--- src/hdl/oqv_pkg.sv ---
`timescale 1ns / 1ps
// ----------------------------------------------------------------------------
// oqv_pkg
// Types and codes shared by the oriented quad vertex generator files.
// ----------------------------------------------------------------------------
package oqv_pkg;

   // orientation modes, all eight codes are legal
   typedef enum logic [2:0] {
      MODE_NONE       = 3'd0,
      MODE_FLIPX      = 3'd1,
      MODE_FLIPY      = 3'd2,
      MODE_ROT90      = 3'd3,
      MODE_ROT90FLIPY = 3'd4,
      MODE_ROT180     = 3'd5,
      MODE_ROT270     = 3'd6,
      MODE_ROT270FLIPY = 3'd7
   } orient_mode_type;

   // configuration register indexes
   localparam logic [1:0] CSR_ORIENTATION_MODE = 2'd0;
   localparam logic [1:0] CSR_TARGET_WIDTH     = 2'd1;
   localparam logic [1:0] CSR_TARGET_HEIGHT    = 2'd2;

   localparam int CSR_INDEX_W = 2;
   localparam int CSR_DATA_W  = 16;

   localparam logic [1:0] CORNER_LAST = 2'd3;

   typedef struct packed {
      logic signed [23:0] rect_left;
      logic signed [23:0] rect_top;
      logic        [22:0] rect_width;
      logic        [22:0] rect_height;
      logic        [16:0] tex_left;
      logic        [16:0] tex_top;
      logic        [16:0] tex_right;
      logic        [16:0] tex_bottom;
      logic signed [23:0] offset_x;
      logic signed [23:0] offset_y;
   } quad_type;

   typedef struct packed {
      logic        [1:0]  corner_index;
      logic signed [23:0] vertex_x;
      logic signed [23:0] vertex_y;
      logic        [16:0] vertex_u;
      logic        [16:0] vertex_v;
      logic               last_corner;
   } vertex_type;

endpackage

--- src/hdl/oqv_if.sv ---
`timescale 1ns / 1ps
// ----------------------------------------------------------------------------
// oqv_req_if / oqv_rsp_if
// Valid/ready channels carrying one quad request and one vertex result.
// ----------------------------------------------------------------------------
interface oqv_req_if;
   logic              valid;
   logic              ready;
   oqv_pkg::quad_type payload;

   modport source (output valid, output payload, input ready);
   modport sink   (input valid, input payload, output ready);
endinterface

interface oqv_rsp_if;
   logic                valid;
   logic                ready;
   oqv_pkg::vertex_type payload;

   modport source (output valid, output payload, input ready);
   modport sink   (input valid, input payload, output ready);
endinterface

--- src/hdl/oriented_quad_vertex_gen.sv ---
`timescale 1ns / 1ps
// ----------------------------------------------------------------------------
// oriented_quad_vertex_gen
// Expands a screen rectangle into the four corner vertices of a quad under
// one of eight orientation modes, with saturated Q16.8 positions.
// ----------------------------------------------------------------------------
//
//  channel | dir | handshake          | payload
//  --------+-----+--------------------+-------------------------------------
//  req     | in  | valid/ready        | quad: rect, texture rect, offset
//  rsp     | out | valid/ready        | vertex: corner, x, y, u, v, last
//  csr     | in  | write enable only  | index, 16-bit data, no read-back
//
//  One quad gives four vertex transfers, corners a, b, c, d in order, over
//  the single result port. A quad passes the input register and then the
//  result register before its first vertex appears. A new quad is taken
//  in the same cycle the last corner of the previous one moves into the
//  result register. Reset is synchronous and clears the control state and
//  sets the configuration registers (mode none, target 1 x 1). A stall on
//  rsp holds both stages.
//
module oriented_quad_vertex_gen #(
   parameter int COORD_FRAC_BITS = 8
) (
   input  logic                                  clock,
   input  logic                                  reset,
   oqv_req_if.sink                               req_chan,
   oqv_rsp_if.source                             rsp_chan,
   input  logic                                  csr_wen,
   input  logic [oqv_pkg::CSR_INDEX_W-1:0]       csr_index,
   input  logic [oqv_pkg::CSR_DATA_W-1:0]        csr_wdata
);

   // target size in Q(16).F, and the exact sum width before saturation
   localparam int TW_W  = 16 + COORD_FRAC_BITS;
   localparam int SUM_W = ((TW_W > 25) ? TW_W : 25) + 2;

   localparam logic signed [SUM_W-1:0] SAT_HI = $signed({{(SUM_W-24){1'b0}}, 24'h7FFFFF});
   localparam logic signed [SUM_W-1:0] SAT_LO = $signed({{(SUM_W-24){1'b1}}, 24'h800000});

   // ------------------------------------------------------------------
   // configuration registers
   // ------------------------------------------------------------------
   oqv_pkg::orient_mode_type mode_ff;
   logic [15:0]              target_width_ff;
   logic [15:0]              target_height_ff;

   always_ff @(posedge clock) begin
      if (reset) begin
         mode_ff          <= oqv_pkg::MODE_NONE;
         target_width_ff  <= 16'd1;
         target_height_ff <= 16'd1;
      end else if (csr_wen) begin
         unique case (csr_index)
            oqv_pkg::CSR_ORIENTATION_MODE: begin
               mode_ff <= oqv_pkg::orient_mode_type'(csr_wdata[2:0]);
            end
            oqv_pkg::CSR_TARGET_WIDTH: begin
               target_width_ff <= csr_wdata;
            end
            oqv_pkg::CSR_TARGET_HEIGHT: begin
               target_height_ff <= csr_wdata;
            end
            default: begin
               // unmapped index: write dropped
            end
         endcase
      end
   end

   // which axes get mirrored against the target size
   logic mir_x;
   logic mir_y;

   always_comb begin
      mir_x = 1'b0;
      mir_y = 1'b0;
      case (mode_ff) inside
         oqv_pkg::MODE_FLIPX, oqv_pkg::MODE_ROT90: begin
            mir_x = 1'b1;
         end
         oqv_pkg::MODE_FLIPY, oqv_pkg::MODE_ROT270: begin
            mir_y = 1'b1;
         end
         oqv_pkg::MODE_ROT90FLIPY, oqv_pkg::MODE_ROT180: begin
            mir_x = 1'b1;
            mir_y = 1'b1;
         end
         default: begin
            mir_x = 1'b0;
            mir_y = 1'b0;
         end
      endcase
   end

   // ------------------------------------------------------------------
   // input stage: rectangle edges, texture rect and adjusted offsets
   // ------------------------------------------------------------------
   logic                  in_valid_ff;
   logic [1:0]            corner_ff;
   logic signed [24:0]    left_ff,  left_in;
   logic signed [24:0]    top_ff,   top_in;
   logic signed [24:0]    right_ff, right_in;
   logic signed [24:0]    bot_ff,   bot_in;
   logic [16:0]           tl_ff, tt_ff, tr_ff, tb_ff;
   logic signed [24:0]    offx_ff, offx_in;
   logic signed [24:0]    offy_ff, offy_in;

   logic signed [24:0]    pix_x;
   logic signed [24:0]    pix_y;

   logic                  out_valid_ff;
   logic                  out_load;
   logic                  in_done;
   logic                  req_xfer;

   assign out_load = in_valid_ff && (!out_valid_ff || rsp_chan.ready);
   assign in_done  = out_load && (corner_ff == oqv_pkg::CORNER_LAST);
   assign req_chan.ready = !in_valid_ff || in_done;
   assign req_xfer = req_chan.valid && req_chan.ready;

   // one whole pixel added on a mirrored axis of odd target size
   assign pix_x = $signed({24'd0, target_width_ff[0]}  << COORD_FRAC_BITS);
   assign pix_y = $signed({24'd0, target_height_ff[0]} << COORD_FRAC_BITS);

   always_comb begin
      left_in  = {req_chan.payload.rect_left[23], req_chan.payload.rect_left};
      top_in   = {req_chan.payload.rect_top[23],  req_chan.payload.rect_top};
      right_in = left_in + $signed({2'b00, req_chan.payload.rect_width});
      bot_in   = top_in  + $signed({2'b00, req_chan.payload.rect_height});
      offx_in  = {req_chan.payload.offset_x[23], req_chan.payload.offset_x}
                 + (mir_x ? pix_x : 25'sd0);
      offy_in  = {req_chan.payload.offset_y[23], req_chan.payload.offset_y}
                 + (mir_y ? pix_y : 25'sd0);
   end

   always_ff @(posedge clock) begin
      if (reset) begin
         in_valid_ff <= 1'b0;
         corner_ff   <= 2'd0;
      end else begin
         if (req_xfer) begin
            in_valid_ff <= 1'b1;
         end else if (in_done) begin
            in_valid_ff <= 1'b0;
         end
         if (out_load) begin
            corner_ff <= corner_ff + 2'd1;   // wraps to corner a after d
         end
      end
   end

   always_ff @(posedge clock) begin
      if (req_xfer) begin
         left_ff  <= left_in;
         top_ff   <= top_in;
         right_ff <= right_in;
         bot_ff   <= bot_in;
         tl_ff    <= req_chan.payload.tex_left;
         tt_ff    <= req_chan.payload.tex_top;
         tr_ff    <= req_chan.payload.tex_right;
         tb_ff    <= req_chan.payload.tex_bottom;
         offx_ff  <= offx_in;
         offy_ff  <= offy_in;
      end
   end

   // ------------------------------------------------------------------
   // corner select: bit 0 of the corner walks the first edge pair,
   // bit 1 the second; rotations swap which rectangle axis feeds x
   // ------------------------------------------------------------------
   logic               k0, k1;
   logic signed [24:0] base_x, base_y;
   logic               u_right, v_bottom;

   assign k0 = corner_ff[0];
   assign k1 = corner_ff[1];

   always_comb begin
      unique case (mode_ff)
         oqv_pkg::MODE_NONE: begin
            base_x = k0 ? right_ff : left_ff;  base_y = k1 ? bot_ff : top_ff;
            u_right = k0;  v_bottom = k1;
         end
         oqv_pkg::MODE_FLIPX: begin
            base_x = k0 ? left_ff : right_ff;  base_y = k1 ? bot_ff : top_ff;
            u_right = !k0; v_bottom = k1;
         end
         oqv_pkg::MODE_FLIPY: begin
            base_x = k0 ? right_ff : left_ff;  base_y = k1 ? top_ff : bot_ff;
            u_right = k0;  v_bottom = !k1;
         end
         oqv_pkg::MODE_ROT90: begin
            base_x = k0 ? top_ff : bot_ff;     base_y = k1 ? right_ff : left_ff;
            u_right = k1;  v_bottom = !k0;
         end
         oqv_pkg::MODE_ROT90FLIPY: begin
            base_x = k0 ? top_ff : bot_ff;     base_y = k1 ? left_ff : right_ff;
            u_right = !k1; v_bottom = !k0;
         end
         oqv_pkg::MODE_ROT180: begin
            base_x = k0 ? left_ff : right_ff;  base_y = k1 ? top_ff : bot_ff;
            u_right = !k0; v_bottom = !k1;
         end
         oqv_pkg::MODE_ROT270: begin
            base_x = k0 ? bot_ff : top_ff;     base_y = k1 ? left_ff : right_ff;
            u_right = !k1; v_bottom = k0;
         end
         default: begin   // rotate 270 with Y flip
            base_x = k0 ? bot_ff : top_ff;     base_y = k1 ? right_ff : left_ff;
            u_right = k1;  v_bottom = k0;
         end
      endcase
   end

   // ------------------------------------------------------------------
   // position math at full width, saturated once to signed Q16.8
   // ------------------------------------------------------------------
   logic [SUM_W-1:0]        tw_full, th_full;
   logic signed [SUM_W-1:0] bx_ext, by_ext, ox_ext, oy_ext;
   logic signed [SUM_W-1:0] pos_x, pos_y;

   function automatic logic signed [23:0] sat_pos(input logic signed [SUM_W-1:0] v);
      logic signed [23:0] r;
      if (v > SAT_HI) begin
         r = 24'sh7FFFFF;
      end else if (v < SAT_LO) begin
         r = -24'sh800000;
      end else begin
         r = v[23:0];
      end
      return r;
   endfunction

   assign tw_full = {{(SUM_W-16){1'b0}}, target_width_ff}  << COORD_FRAC_BITS;
   assign th_full = {{(SUM_W-16){1'b0}}, target_height_ff} << COORD_FRAC_BITS;
   assign bx_ext  = {{(SUM_W-25){base_x[24]}},  base_x};
   assign by_ext  = {{(SUM_W-25){base_y[24]}},  base_y};
   assign ox_ext  = {{(SUM_W-25){offx_ff[24]}}, offx_ff};
   assign oy_ext  = {{(SUM_W-25){offy_ff[24]}}, offy_ff};

   assign pos_x = (mir_x ? ($signed(tw_full) - bx_ext) : bx_ext) + ox_ext;
   assign pos_y = (mir_y ? ($signed(th_full) - by_ext) : by_ext) + oy_ext;

   // ------------------------------------------------------------------
   // result register
   // ------------------------------------------------------------------
   oqv_pkg::vertex_type rsp_payload_ff, rsp_payload_in;

   always_comb begin
      rsp_payload_in.corner_index = corner_ff;
      rsp_payload_in.vertex_x     = sat_pos(pos_x);
      rsp_payload_in.vertex_y     = sat_pos(pos_y);
      rsp_payload_in.vertex_u     = u_right  ? tr_ff : tl_ff;
      rsp_payload_in.vertex_v     = v_bottom ? tb_ff : tt_ff;
      rsp_payload_in.last_corner  = (corner_ff == oqv_pkg::CORNER_LAST);
   end

   always_ff @(posedge clock) begin
      if (reset) begin
         out_valid_ff <= 1'b0;
      end else if (out_load) begin
         out_valid_ff <= 1'b1;
      end else if (rsp_chan.ready) begin
         out_valid_ff <= 1'b0;
      end
   end

   always_ff @(posedge clock) begin
      if (out_load) begin
         rsp_payload_ff <= rsp_payload_in;
      end
   end

   assign rsp_chan.valid   = out_valid_ff;
   assign rsp_chan.payload = rsp_payload_ff;

endmodule

--- src/flat_wrapper.sv ---
// flat-port wrapper written by rule: the top's interface ports become plain ports
module oriented_quad_vertex_gen_flat 
#(
   parameter int COORD_FRAC_BITS = 8
)
  (clock, reset, csr_wen, csr_index, csr_wdata, req_chan_valid, req_chan_payload, req_chan_ready, rsp_chan_valid, rsp_chan_payload, rsp_chan_ready);
  oqv_req_if req_chan_i ();
  oqv_rsp_if rsp_chan_i ();
  input  logic clock;
  input  logic reset;
  input  logic csr_wen;
  input  logic [oqv_pkg::CSR_INDEX_W-1:0] csr_index;
  input  logic [oqv_pkg::CSR_DATA_W-1:0] csr_wdata;
  input wire logic [$bits(req_chan_i.valid)-1:0] req_chan_valid;
  input wire logic [$bits(req_chan_i.payload)-1:0] req_chan_payload;
  output wire logic [$bits(req_chan_i.ready)-1:0] req_chan_ready;
  output wire logic [$bits(rsp_chan_i.valid)-1:0] rsp_chan_valid;
  output wire logic [$bits(rsp_chan_i.payload)-1:0] rsp_chan_payload;
  input wire logic [$bits(rsp_chan_i.ready)-1:0] rsp_chan_ready;
  assign req_chan_i.valid = req_chan_valid;
  assign req_chan_i.payload = req_chan_payload;
  assign req_chan_ready = req_chan_i.ready;
  assign rsp_chan_valid = rsp_chan_i.valid;
  assign rsp_chan_payload = rsp_chan_i.payload;
  assign rsp_chan_i.ready = rsp_chan_ready;
  oriented_quad_vertex_gen #(.COORD_FRAC_BITS(COORD_FRAC_BITS)) u_core (.clock(clock), .reset(reset), .req_chan(req_chan_i), .rsp_chan(rsp_chan_i), .csr_wen(csr_wen), .csr_index(csr_index), .csr_wdata(csr_wdata));
endmodule
--- config.mk ---
export PLATFORM = sky130hd
export DESIGN_NAME = oriented_quad_vertex_gen_flat
export DESIGN_NICKNAME = d
export VERILOG_FILES = /design/src/hdl/oqv_pkg.sv /design/src/hdl/oqv_if.sv /design/src/hdl/oriented_quad_vertex_gen.sv /design/src/flat_wrapper.sv
export SDC_FILE = /design/constraint.sdc
export NUM_CORES = 1
export LEC_CHECK = 0
export BUFFER_PORTS_ARGS = -buffer_cell sky130_fd_sc_hd__buf_2
export CORE_MARGIN = 10
export CORE_UTILIZATION = 63
export DETAILED_ROUTE_END_ITERATION = 10
export PLACE_DENSITY_LB_ADDON = 0.12
export SLEW_MARGIN = 30
export SYNTH_ARGS = -nofsm -noshare
export SYNTH_HDL_FRONTEND = slang
export SYNTH_SLANG_ARGS = --single-unit
--- constraint.sdc ---
create_clock -name clock -period 15.4 [get_ports clock]
set_clock_uncertainty 0.15 [all_clocks]
set_input_delay 3.08 -clock clock [delete_from_list [all_inputs] [get_ports clock]]
set_output_delay 3.08 -clock clock [all_outputs]
set_load 0.005 [all_outputs]
==> metrics.csv <==
metric,value,unit
status,completed,
"Cell Area, Synth",0.02151,mm^2
sequential area share after synthesis,0.4564,
WP data required,15.55,ns
crit path DAT,7.98,ns
# Post-CTS Setup Buffers,0,
RSZ-0062 raised after global routing,false,
DIE WIDTH,204.8,um
number of remaining DRC errors,0,
Via density,6.395,
R2R setup slack,7.57,ns
core area,0.03362,mm^2
cell depth of the worst hold path,2,
Pleak,10.05,nW
CTS HTree Levels,2,
I/O pin cnt,320,
GR Overflow Total,0,
"Clk Latency, worst-skew pair",0.56,ns
most numerous cell in the Yosys netlist,edfxtp_1,
"Top FF cell, synth",edfxtp_1,
Post-synth EDFFs,301,
Placement Cell Area,0.02342,mm^2
post-layout util,0.7361,
wire per inst,22.05,um
PwrDens,123.9,mW/mm^2
Pwr Total,3.065,mW
# resized after CTS,0,
min cycle time layout,7.832,ns
CTS tree,yes,
top routing layer used,met5,
top-area cell type share of the netlist area,0.4201,
Starting DRT DRC Count,1710,
part of the power in registers,0.389,
Max-slew headroom,0.2955,
"Avg Cell Area, Syn",10.58,um^2
min-delay src,u_core.target_width_ff[5],
CTS Sinks,340,
Commonest cells post-synth,"301 x edfxtp_1, 197 x nand2_1, 151 x a21oi_1",
vias in the first global route,17190,
ranking of synthesized cells by area,"edfxtp_1 42%, ha_1 8.2%, xnor2_1 4.2%",
Worst-path clk slew,0.06,ns
fmax,127.7,MHz
part of the power in the clock network,0.303,
post-synth top area cell,edfxtp_1,
Port Buffers,319,
WL met1,25350,um
Tcrit/Tclk final,0.5086,
Crit. End Element,register,
share of cells above drive strength 1,0.2079,
gp weighted congestion,0.9208,
Peak VDD IR,0.09518,mV
drt pass-1 iters,6,
crit-path max FO,45,
wire length on met2,29320,um
Seq cells post-synth,340,
final-layout fill cell count,2332,
Max Slew Vio Count,0,
Num CTS Buffers,38,
slowest CP cell,dfxtp_1,
final setup vio count,0,
final wirelength,61760,um
Initial Util,0.6400,
met3 WL,5117,um
ys async rst share,0,
post-detail-place hpwl,46290,um
Internal,2.101,mW
Antenna Nets Post-Route,0,
area grow syn2layout,15.02,%
FP Rows,67,
Comb power frac,0.308,
Worst Hold Path EP,u_core.target_width_ff[5],
RR Startpoint,u_core.mode_ff[2],
Sw Share,0.3145,
final instance area,0.02475,mm^2
Worst-Margin Slew,1.057,ns
Final TNS setup,0,ns
CTS Hold Bufs,0,
cells on worst reg2reg path,28,
nets@finish,2698,
Sw Pwr,0.9640,mW
worst r2r dst,u_core.rsp_chan.payload[36],
Synthesized Nets,2411,
"Distinct cells, synth",85,
Die H,204.8,um
pin count of the biggest net entering global routing,167,
Crit Path Category,register to register,
GRT Total Usage,0.2841,
HP Class,register to register,
"Warnings, synthesis",0,
initial antenna violation count,6,
final hold slack,0.3152,ns
Hold Fails Final Rpt,0,
crit path launch type,register,
MaxCap Viol Count,0,
first-pass GRT wire length,94120,um
crit-path max cell delay,0.93,ns
Vias,17910,
Post-Synthesis Cells,2033,
Max clock buf depth,3,
Clock Root Buffer,clkbuf_16,
Die Area,0.04194,mm^2
"most used cell, CP",a21o_1,
worst max-delay path, delay by kind of cell, from the launching register on:
kind	cells	cell delay [ns]
buffers and inverters	2	0.30
XOR/XNOR	1	0.15
multiplexers	2	0.40
AO/OA/AOI/OAI	13	3.00
AND/OR/NAND/NOR	8	1.75
flip-flops	1	0.93
adder cells (fa/ha/maj)	2	0.85
power groups by stage:
stage / Combinational, mW / Sequential [mW] / Clock (mW)
after floorplan: 0.658 / 1.20 / 0
after global placement: 0.894 / 1.20 / 0
after detailed placement: 0.920 / 1.21 / 0
after CTS: 0.934 / 1.19 / 0.941
after global routing: 1.04 / 1.20 / 0.976
final: 0.945 / 1.19 / 0.929
state kept, by name, indices dropped and copies added (netlist names), 24 cells and up:
name and cells:
u_core.rsp_chan.payload 85, u_core.bot_ff 25, u_core.offx_ff 25, u_core.offy_ff 25, u_core.right_ff 25, u_core.left_ff 24
u_core.top_ff 24
cell usage in the layout, fill, tap and decap left out, drive strengths merged, types with 39 or more instances in the layout:
master / instances
nand2: 198
nor2: 111
a21o: 93
mux2: 58
xnor2: 104
ha: 141
a221oi: 49
clkbuf: 54
a21oi: 151
edfxtp: 301
o21ai: 92
dfxtp: 39
buf: 335
mux2i: 51
nand3: 44
inv: 64
xor2: 51
worst max path at each step:
stage	from	endpoint	slack [ns]	cells past startpoint
global placement	u_core.mode_ff[2]	u_core.rsp_chan.payload[35]	8.03	28
finish	u_core.mode_ff[2]	u_core.rsp_chan.payload[36]	7.57	28
global route	u_core.mode_ff[2]	u_core.rsp_chan.payload[72]	7.10	26
CTS	u_core.mode_ff[0]	u_core.rsp_chan.payload[72]	7.76	24
floorplan	rsp_chan_ready	u_core.bot_ff[0]	6.37	4
detailed placement	u_core.mode_ff[2]	u_core.rsp_chan.payload[35]	7.82	28
metrics by stage:
step           cells  worst slack (ns)
3_5_place_dp    2727             7.820
4_1_cts         2794             7.759
2_1_floorplan   2033             6.368
3_3_place_gp    2727             8.027
6_report        2801             7.568
5_1_grt         2800             7.095
final cells by class:
class                      count  area [um^2]  share of cell area
multi-input combinational   1541        11070              0.4475
sequential                   340         9823              0.3970
timing repair buffer         335         1727             0.06978
clock buffer                  54         1196             0.04834
tap                          448        560.5             0.02265
inverter                      64        241.5            0.009759
clock inverter                13        107.6            0.004348
antenna                        6        15.01           0.0006068
kinds of logic (layout without fill, tap and decap cells):
group	Yosys count	in the layout	synth area share
xor+xnor	155	155	0.06310
flops	340	340	0.4564
compound gates	615	615	0.1970
buf+inv	152	466	0.02960
simple gates	517	517	0.1140
mux	109	109	0.05409
fa+ha+maj	145	145	0.08572
other cells	0	6	0
routing by layer:
layer	vias to the layer above	track usage
met5	-	0
met4	2	0.1029
met3	138	0.05481
met2	841	0.4602
met1	8561	0.3730
li1	8370	-
(Power assumes the default switching activity.)
